**src/sv/rlt_pkg.sv**
```systemverilog
// Shared types, codes and helpers for the receipt ledger TTL table.
package rlt_pkg;

	localparam int TableDepth = 16;
	localparam int KeyBytes   = 32;
	localparam int LinkBytes  = 16;

	localparam logic [2:0] OpInsert = 3'd0;
	localparam logic [2:0] OpLookup = 3'd1;
	localparam logic [2:0] OpRemove = 3'd2;
	localparam logic [2:0] OpCull   = 3'd3;
	localparam logic [2:0] OpClear  = 3'd4;

	localparam logic [2:0] CmdInsert = 3'd0;
	localparam logic [2:0] CmdLookup = 3'd1;
	localparam logic [2:0] CmdRemove = 3'd2;
	localparam logic [2:0] CmdCull   = 3'd3;
	localparam logic [2:0] CmdClear  = 3'd4;
	localparam logic [2:0] CmdIgnore = 3'd5;
	localparam logic [2:0] CmdNop    = 3'd6;

	localparam logic [1:0] StatusDone    = 2'd0;
	localparam logic [1:0] StatusIgnored = 2'd1;
	localparam logic [1:0] StatusFull    = 2'd2;

	localparam logic [1:0] KindDirect      = 2'd0;
	localparam logic [1:0] KindLinkPacket  = 2'd1;
	localparam logic [1:0] KindLinkRes     = 2'd2;
	localparam logic [1:0] KindPropagation = 2'd3;

	typedef struct packed {
		logic [2:0]       cmd;
		logic [1:0]       kind;
		logic [3:0][63:0] key;
		logic [1:0][63:0] link;
		logic [31:0]      msg;
		logic [31:0]      now;
		logic [31:0]      created;
	} req_t;

	typedef struct packed {
		logic [1:0]       kind;
		logic [3:0][63:0] key;
		logic [1:0][63:0] link;
		logic [31:0]      msg;
		logic [31:0]      created;
	} entry_t;

	typedef struct packed {
		logic [1:0]  status;
		logic        found;
		logic [1:0]  kind;
		logic [31:0] msg;
		logic [31:0] created;
	} result_t;

	// byte 0 is the top byte of word 0
	function automatic logic [63:0] byte_mask(input int nbytes, input int w);
		int r;
		r = nbytes - 8 * w;
		if (r >= 8) return {64{1'b1}};
		else if (r <= 0) return 64'd0;
		else return {64{1'b1}} << (64 - 8 * r);
	endfunction

endpackage

```
**src/sv/rlt_front.sv**
```systemverilog
// Front end: accepts requests, classifies them and queues them for the back end.
module rlt_front (
	input  logic               clk,
	input  logic               arst_n,
	input  logic               in_valid,
	output logic               in_ready,
	input  logic [4:0]         in_user,
	input  logic [447:0]       in_data,
	output logic               q_valid,
	output rlt_pkg::req_t      q_req,
	input  logic               q_pop
);
	rlt_pkg::req_t slot_q [2];
	logic          wp_q, rp_q;
	logic [1:0]    fill_q;
	rlt_pkg::req_t cls;
	logic [2:0]    op;
	logic          push;
	logic          pop;

	assign op = in_user[2:0];

	always_comb begin
		cls.kind    = in_user[4:3];
		cls.key     = in_data[255:0];
		cls.link    = (cls.kind == rlt_pkg::KindLinkPacket || cls.kind == rlt_pkg::KindLinkRes)
			? in_data[383:256] : 128'd0;
		cls.msg     = in_data[415:384];
		cls.now     = in_data[447:416];
		cls.created = (cls.now == 32'd0) ? 32'd1 : cls.now;
		unique case (op)
			rlt_pkg::OpInsert: cls.cmd = (cls.msg == 32'd0) ? rlt_pkg::CmdIgnore
				: rlt_pkg::CmdInsert;
			rlt_pkg::OpLookup: cls.cmd = rlt_pkg::CmdLookup;
			rlt_pkg::OpRemove: cls.cmd = rlt_pkg::CmdRemove;
			rlt_pkg::OpCull:   cls.cmd = rlt_pkg::CmdCull;
			rlt_pkg::OpClear:  cls.cmd = rlt_pkg::CmdClear;
			default:           cls.cmd = rlt_pkg::CmdNop;
		endcase
	end

	assign in_ready = (fill_q != 2'd2);
	assign push     = in_valid && in_ready;
	assign q_valid  = (fill_q != 2'd0);
	assign pop      = q_pop && q_valid;
	assign q_req    = slot_q[rp_q];

	always_ff @(posedge clk) begin
		if (push) slot_q[wp_q] <= cls;
	end

	always_ff @(posedge clk or negedge arst_n) begin
		if (!arst_n) begin
			wp_q   <= 1'b0;
			rp_q   <= 1'b0;
			fill_q <= 2'd0;
		end else begin
			if (push) wp_q <= ~wp_q;
			if (pop) rp_q <= ~rp_q;
			fill_q <= fill_q + {1'b0, push} - {1'b0, pop};
		end
	end

endmodule

```
**config.mk**
```make
export PLATFORM = sky130hd
export DESIGN_NAME = rlt_front
export DESIGN_NICKNAME = d
export VERILOG_FILES = /design/src/sv/rlt_pkg.sv /design/src/sv/rlt_front.sv
export SDC_FILE = /design/constraint.sdc
export NUM_CORES = 1
export LEC_CHECK = 0
export BUFFER_PORTS_ARGS = -buffer_cell sky130_fd_sc_hd__buf_2
export CAP_MARGIN = 5
export CORE_AREA = 10 10 359 361
export DETAILED_ROUTE_END_ITERATION = 10
export DIE_AREA = 0 0 369 371
export GPL_TIMING_DRIVEN = 0
export SYNTH_ARGS = -nofsm -noshare
export SYNTH_HDL_FRONTEND = slang
export SYNTH_SLANG_ARGS = --single-unit
```
**constraint.sdc**
```tcl
create_clock -name clk -period 26.5 [get_ports clk]
set_input_delay 7.95 -clock clk [delete_from_list [all_inputs] [get_ports clk]]
set_output_delay 7.95 -clock clk [all_outputs]
set_load 0.01 [all_outputs]
```
# Word-level counts from Yosys, hierarchy flattened

Memories as Yosys holds them, arrays and structs flattened.
Cells that the tools add are included.

Register bits after elaboration: 4
RAM bits: 970
Output and inout bits: 487
Word-level logic and storage cells: 28
Memories: 1

Add/subtract/negate cells: 2
Equality and inequality tests: 7
Multiplexer cells: 6
Bitwise operators: 2
Reduce and logical (&&, ||, !) cells: 7

Memory list:

| memory | depth | width | rd ports | clocked after memory_dff | write ports | RTL line        | source |
|---|---|---|---|---|---|---|---|
| slot_q | 2     | 485   | 1        | 0                        | 1           | rlt_front.sv:13 | `rlt_pkg::req_t slot_q [2];` |

Operators by type and width:

| kind                                                | count |
|---|---|
| 2-to-1 mux 128 bit                                  | 1 |
| logical NOT 32 bit                                  | 2 |
| 2-to-1 mux 32 bit                                   | 1 |
| case mux 3 bit (5 select lines)                     | 1 |
| equality test 3 x 2 -> 1 bit, second input constant | 2 |
| equality test 3 x 1 -> 1 bit, second input constant | 1 |
| equality test 3 bit, second input constant          | 1 |
| logical NOT 3 bit                                   | 1 |
| 2-to-1 mux 3 bit                                    | 1 |
| adder 2 x 1 -> 2 bit                                | 1 |
| equality test 2 x 1 -> 1 bit, second input constant | 1 |
| equality test 2 bit, second input constant          | 1 |
| logical AND 1 bit                                   | 2 |
| 2-to-1 mux 1 bit                                    | 2 |
| != test 2 bit, second input constant                | 1 |
| inverter 1 bit                                      | 2 |
| nonzero test 2 bit                                  | 1 |
| subtractor 2 x 1 -> 2 bit                           | 1 |
| logical OR 1 bit                                    | 1 |

# Longest topological paths before layout

Gate-level depths: netlist of the first run.

Depth after elaboration: 4
Gate-level depth with buffers: 7
Mapped depth without buffers: 7

# Worst setup path before layout of the first run

OpenSTA, ideal clock, no wires.

Kind: input-to-reg
Start point: in in_valid
End point: mem slot_q[0][0] (netlist bit) (enable)
Library setup time: 1.344 ns
Arrival: 28.104 ns
Required time: 25.156 ns
Path slack: -2.948 ns
Stages on the path: 2
Cell sequence: nand2_1 nor2_1

Cells in the longest elaborated chain, start to end: 3

Ends and longest elaborated chain:

| element                                | RTL line        | source |
|---|---|---|
| from (decl)                            | rlt_front.sv:5  | `input logic in_valid,` |
| logical AND 1 bit                      | rlt_front.sv:43 | `assign push = in_valid && in_ready;` |
| 2-to-1 mux 1 bit                       | rlt_front.sv:49 | `if (push) slot_q[wp_q] <= cls;` |
| 2-to-1 mux 1 bit (not written as such) | rlt_front.sv:49 |  |
| to (decl)                              | rlt_front.sv:13 |  |

No other way between the ends.

==> results.toml, run 1 <==
[routing]
drt_first_pass_iters = 7
drt.antenna.violating_nets = 0
vias = 20100
drc = 0
viasPerCell = 4.44
drt_iter0_markers = 1393
detail_route.wl_per_cell_microns = 24.9
drt_wl_total_mm = 113

[die]
die_h_microns = 371
dieArea_sq_um = 137000
die_x_microns = 369
start_util_pct = 30.1
io_pins = 944
rows = 128
core-area_sq_um = 121000

[worst_setup_path]
cpMostUsedCell = "buf_6"
critPathBufInv = 4
reg2reg_to = "slot_q[0][292]"
critPathMaxFanout = 10
cp.arrival_ps = 2330
startpoint = "rp_q"
cp_slowest_cell = "mux2_2"
regToRegSetupSlack_ps = 23020
worstPathRequired_ps = 18550
crit_family = "buffers and inverters"
startpoint_type = "register"
path_cells = "buf_6, buf_6, buf_6, mux2_2, buf_2"
critPathKind = "reg2out"
slowest_delay_ps = 430
r2r-start = "fill_q[1]"
reg2reg_depth = 10
endpoint_kind = "output port"

[worst_hold_path]
holdPathStages = 1
holdPathEnd = "fill_q[0]"
min_from = "fill_q[0]"
min_path_type = "reg2reg"

[global_routing]
grt-ovfl-total = 0
gr-usage-all-layers_pct = 15.7
grt_use_met3_pct = 7.00
grt_antenna_before_repair = 72
grt_max_degree = 63
grt_pass1_wl_mm = 154
grtUsageMet1_pct = 17.2
met2_usage_pct = 27.4
busiest_layer = "met2"
first_global_vias = 20800

[yosys]
syn_area_sq_um = 36500
synth-warning-count = 0
netlist.area_leader.share_pct = 79.7
syn_nets = 2187
synth_top_area_cell = "edfxtp_1"
yosysMostFrequentCell = "edfxtp_1"
synth_edf_count = 970
avgSynthCellArea_sq_um = 21.1
synth_common_cells = "edfxtp_1, mux2_2, and2_1"
yosysSeqAreaShare_pct = 80.0
synth_cells = 1728
synthFlopType = "edfxtp_1"
ys_ff_latch = 974
postSynth.asyncResetShare_pct = 0.411
synth_top_cells_by_area = "edfxtp_1, mux2_2, and2_1"
synthDistinctLibCells = 24

[power]
ir_drop_v = 0.0000738
leakagePower_nw = 17.5
cellPowerDensity_nw_per_um2 = 113

[clock_tree]
htree_levels = 3
clkTransAtPathRegs_ps = 60
postCtsHoldBufs = 0
cts_resized = 0
post_cts_buffers = 0
cts_root_buffer = "clkbuf_16"
cts_tree = "done"
cts_buffer_depth = 3
cts.sinks = 974
numCtsBuffers = 103
clk_latency_ps = 720

[sta]
slew_violations = 0
worstMarginPinSlew_ps = 906
fin_crit_sh_pct = 38.8
rsz0062_at_grt = "false"
fin_skew_ps = 40.2
fin_crit_ps = 10280
finalSetupViolations = 0
max_clock_freq_mhz = 97.2
holdWs_ps = 521
slew_headroom_pct = 39.4
finalHoldViolations = 0

[layout]
multi_input_area_sq_um = 6540
syn2layout_area_growth_pct = 29.5
final-seq-area_sq_um = 29200
n_fill_cell = 11400
layout.nets = 3262
drive_gt1_share_pct = 57.8
final_cells = 4536

[status]
status = "completed"

[placement]
io_buffer_count = 943
dp_cells = 4323
place.gp.congestion = 0.804
hpwl_mm = 87.8

[flow_run]
drv_cap = 0
==> final cells by class <==
cell class	count	share of cell area, %
Sequential cell	974	61.8
Timing Repair Buffer	970	11.3
Multi-Input combinational cell	653	13.8
Antenna cell	19	0.101
Inverter	2	0.0159
Buffer	99	1.63
Clock inverter	69	1.42
Clock buffer	125	5.62
Tap cell	1625	4.30
==> metal layers <==
layer,vias to the layer above,wire [microns]
met1,10100,40100
met4,86,2450
met3,205,12900
li1,8953,-
met5,-,488
met2,843,57200
==> cells by family (layout without fill, tap and decap cells) <==
| logic type | Yosys count | in the layout | share of synthesized area, % |
|---|---|---|---|
| compound gates | 4 | 4 | 0.0856 |
| other cells | 0 | 19 | 0 |
| fa+ha+maj | 2 | 2 | 0.0685 |
| simple gates | 157 | 157 | 2.65 |
| mux | 485 | 485 | 14.9 |
| buf+inv | 101 | 1265 | 2.13 |
| flops | 974 | 974 | 80.0 |
| xor+xnor | 5 | 5 | 0.120 |
==> layout by cell type, fill, tap and decap left out, types with 2 or more instances in the layout <==
master and n:
nand4_1 3, inv_1 2, nand2_1 3, buf_16 10, nor4_1 16, clkbuf_16 103, clkbuf_1 53, inv_6 2
buf_6 50, and2_1 129, xnor2_1 3, buf_2 948, dfrtp_1 4, edfxtp_1 970, xor2_1 2, diode_2 19
clkinv_2 22, clkinv_16 4, mux2_2 485, clkinv_8 3, clkinv_4 4, ha_1 2, buf_12 17, clkbuf_2 13
bufinv_16 8, clkinv_1 25
==> state kept, by name (all words and copies together) (netlist names) <==
| name | count |
|---|---|
| wp_q | 1 |
| slot_q | 970 |
| fill_q | 2 |
| rp_q | 1 |
==> worst max path at each step <==
stage                     cells after the start             end  slack [ps]
after CTS                                     5      q_req[461]       16050
after detailed placement                     10  slot_q[0][292]       15470
after floorplan                               2    slot_q[0][0]        5290
final                                         5      q_req[419]       16220
after global placement                        3  slot_q[0][292]       -3040
after global routing                         10  slot_q[0][292]       16080
==> power by group <==
part | internal, mW | switching, mW | total (mW)
Sequential | 2.11 | 0.0638 | 2.17
Combinational | 0.745 | 1.03 | 1.78
Clock | 0.799 | 0.605 | 1.40
==> stage by stage <==
step                      util [%]  TNS (ps)  cell area [sq um]  power (mW)  worst slack [ps]
after global routing          38.9         0              47300        5.60             16080
final                         39.0         0              47300        5.36             16220
after floorplan                  -         0              36500        3.36              5290
after global placement        35.7  -1768360              43300        4.29             -3040
after CTS                     38.9         0              47200        5.46             16050
after detailed placement      36.2         0              43900        4.03             15470
Note: power is estimated with default switching activity, not from simulation.
==> inputs of run 2 (changes only) <==
- clock period: 26.5 -> 8.45 ns (I/O delays scaled with it)
==> run 2 against run 1 <==
  * Final area decreased by 0.28%
  * Clock skew fell by 21 ps
  * Critical path type unchanged
  * Utilization shrank 0.11 points
  * Critical endpoint is now q_req[448]
  * Non-clock buffer count is 1 higher
  * Combinational power rose to 3.1 times the previous value
==> results.toml, run 2 (same netlist as run 1, synthesis figures left out) <==
[status]
status = "completed"

[clock_tree]
cts_resized = 0
htree_levels = 3
cts_root_buffer = "clkbuf_16"
clkTransAtPathRegs_ps = 50
post_cts_buffers = 0
numCtsBuffers = 102
clk_latency_ps = 690
cts_tree = "done"
cts_buffer_depth = 3
postCtsHoldBufs = 0
cts.sinks = 974

[worst_setup_path]
startpoint_type = "register"
cp.arrival_ps = 2330
critPathMaxFanout = 10
endpoint_kind = "output port"
worstPathRequired_ps = 5920
critPathKind = "reg2out"

[placement]
hpwl_mm = 84.4
place.gp.congestion = 0.789
preCtsSetupSlack_ps = 3490
io_buffer_count = 943
place_area_sq_um = 43900
dp_cells = 4324

[die]
die_h_microns = 371
start_util_pct = 30.1
dieArea_sq_um = 137000
io_pins = 944
core-area_sq_um = 121000
die_x_microns = 369
rows = 128

[layout]
syn2layout_area_growth_pct = 29.1
n_fill_cell = 11400
layout_common_cells = "edfxtp_1, buf_2, mux2_2"
layout.nets = 3262
final_common_cell = "edfxtp_1"
final_core_util_pct = 38.9
reg.largest.list = "slot_q: 970 flops, fill_q: 2 flops"
largest_reg_flops = 970
top_register = "slot_q"
fin_area_sq_um = 47200
final_cells = 4528
drive_gt1_share_pct = 57.8

[sta]
holdWs_ps = 519
slew_violations = 0
worstMarginPinSlew_ps = 1210
max_clock_freq_mhz = 205
finalHoldViolations = 0
slew_headroom_pct = 18.6
setup_ws_ps = 3580
fin_crit_ps = 4870
rsz0062_at_grt = "false"
fin_skew_ps = 18.7
tns_ps = 0
finalSetupViolations = 0
fin_crit_sh_pct = 57.6

[routing]
drc = 0
dr.max_layer_used = "met5"
dr_wl_met2_mm = 55.3
vias = 20000
viasPerCell = 4.42
drt_iter0_markers = 1174
drt_first_pass_iters = 5
drt.antenna.violating_nets = 0
detail_route.wl_per_cell_microns = 24.1
wl_met1_mm = 39.9
met3_length_mm = 11.2
drt_wl_total_mm = 109

[power]
power.total_mw = 16.6
cellPowerDensity_nw_per_um2 = 353
ir_drop_v = 0.000187
leakagePower_nw = 17.4

[global_routing]
gr-usage-all-layers_pct = 15.2
first_global_vias = 20900
grt_pass1_wl_mm = 150
grt-ovfl-total = 0
grt_max_degree = 62
grt_antenna_before_repair = 54

[flow_run]
drv_cap = 0

[worst_hold_path]
min_path_type = "reg2reg"
[run 2: layout make-up]
cell class,count,area (sq um),area share [%]
Multi-Input combinational cell,653,6560,13.9
Timing Repair Buffer,971,5350,11.3
Antenna cell,14,35.0,0.0743
Sequential cell,974,29200,62.0
Inverter,2,7.51,0.0159
Clock inverter,56,480,1.02
Buffer,99,769,1.63
Tap cell,1625,2030,4.31
Clock buffer,134,2700,5.73
[run 2: metal layers]
metal / track usage, % / up-vias
met1: 16.6 / 10000
met4: 4.49 / 64
li1: - / 8941
met3: 6.44 / 197
met2: 26.5 / 769
met5: 0 / -
[run 2: worst paths after layout]
check                                 to       from  depth (start not counted)  slack [ps]
setup reg to reg           slot_q[1][96]  fill_q[1]                          6        5560
max in group asynchronous           rp_q     arst_n                          1        6680
hold / removal                 fill_q[0]  fill_q[0]                          1         520
setup / recovery              q_req[448]       rp_q                          5        3580
hold reg to reg                fill_q[0]  fill_q[0]                          1         520
min in group asynchronous      fill_q[1]     arst_n                          1        1640
[run 2: worst max-delay path: stages (launching register included)]
cell and delay, ps:
dfrtp_1 340, buf_6 200, buf_6 300, buf_6 230
mux2_2 350, buf_2 200
[run 2: power breakdown]
part           switching, mW  internal (mW)
Clock                   1.84           2.42
Sequential             0.198           6.61
Combinational           3.22           2.34
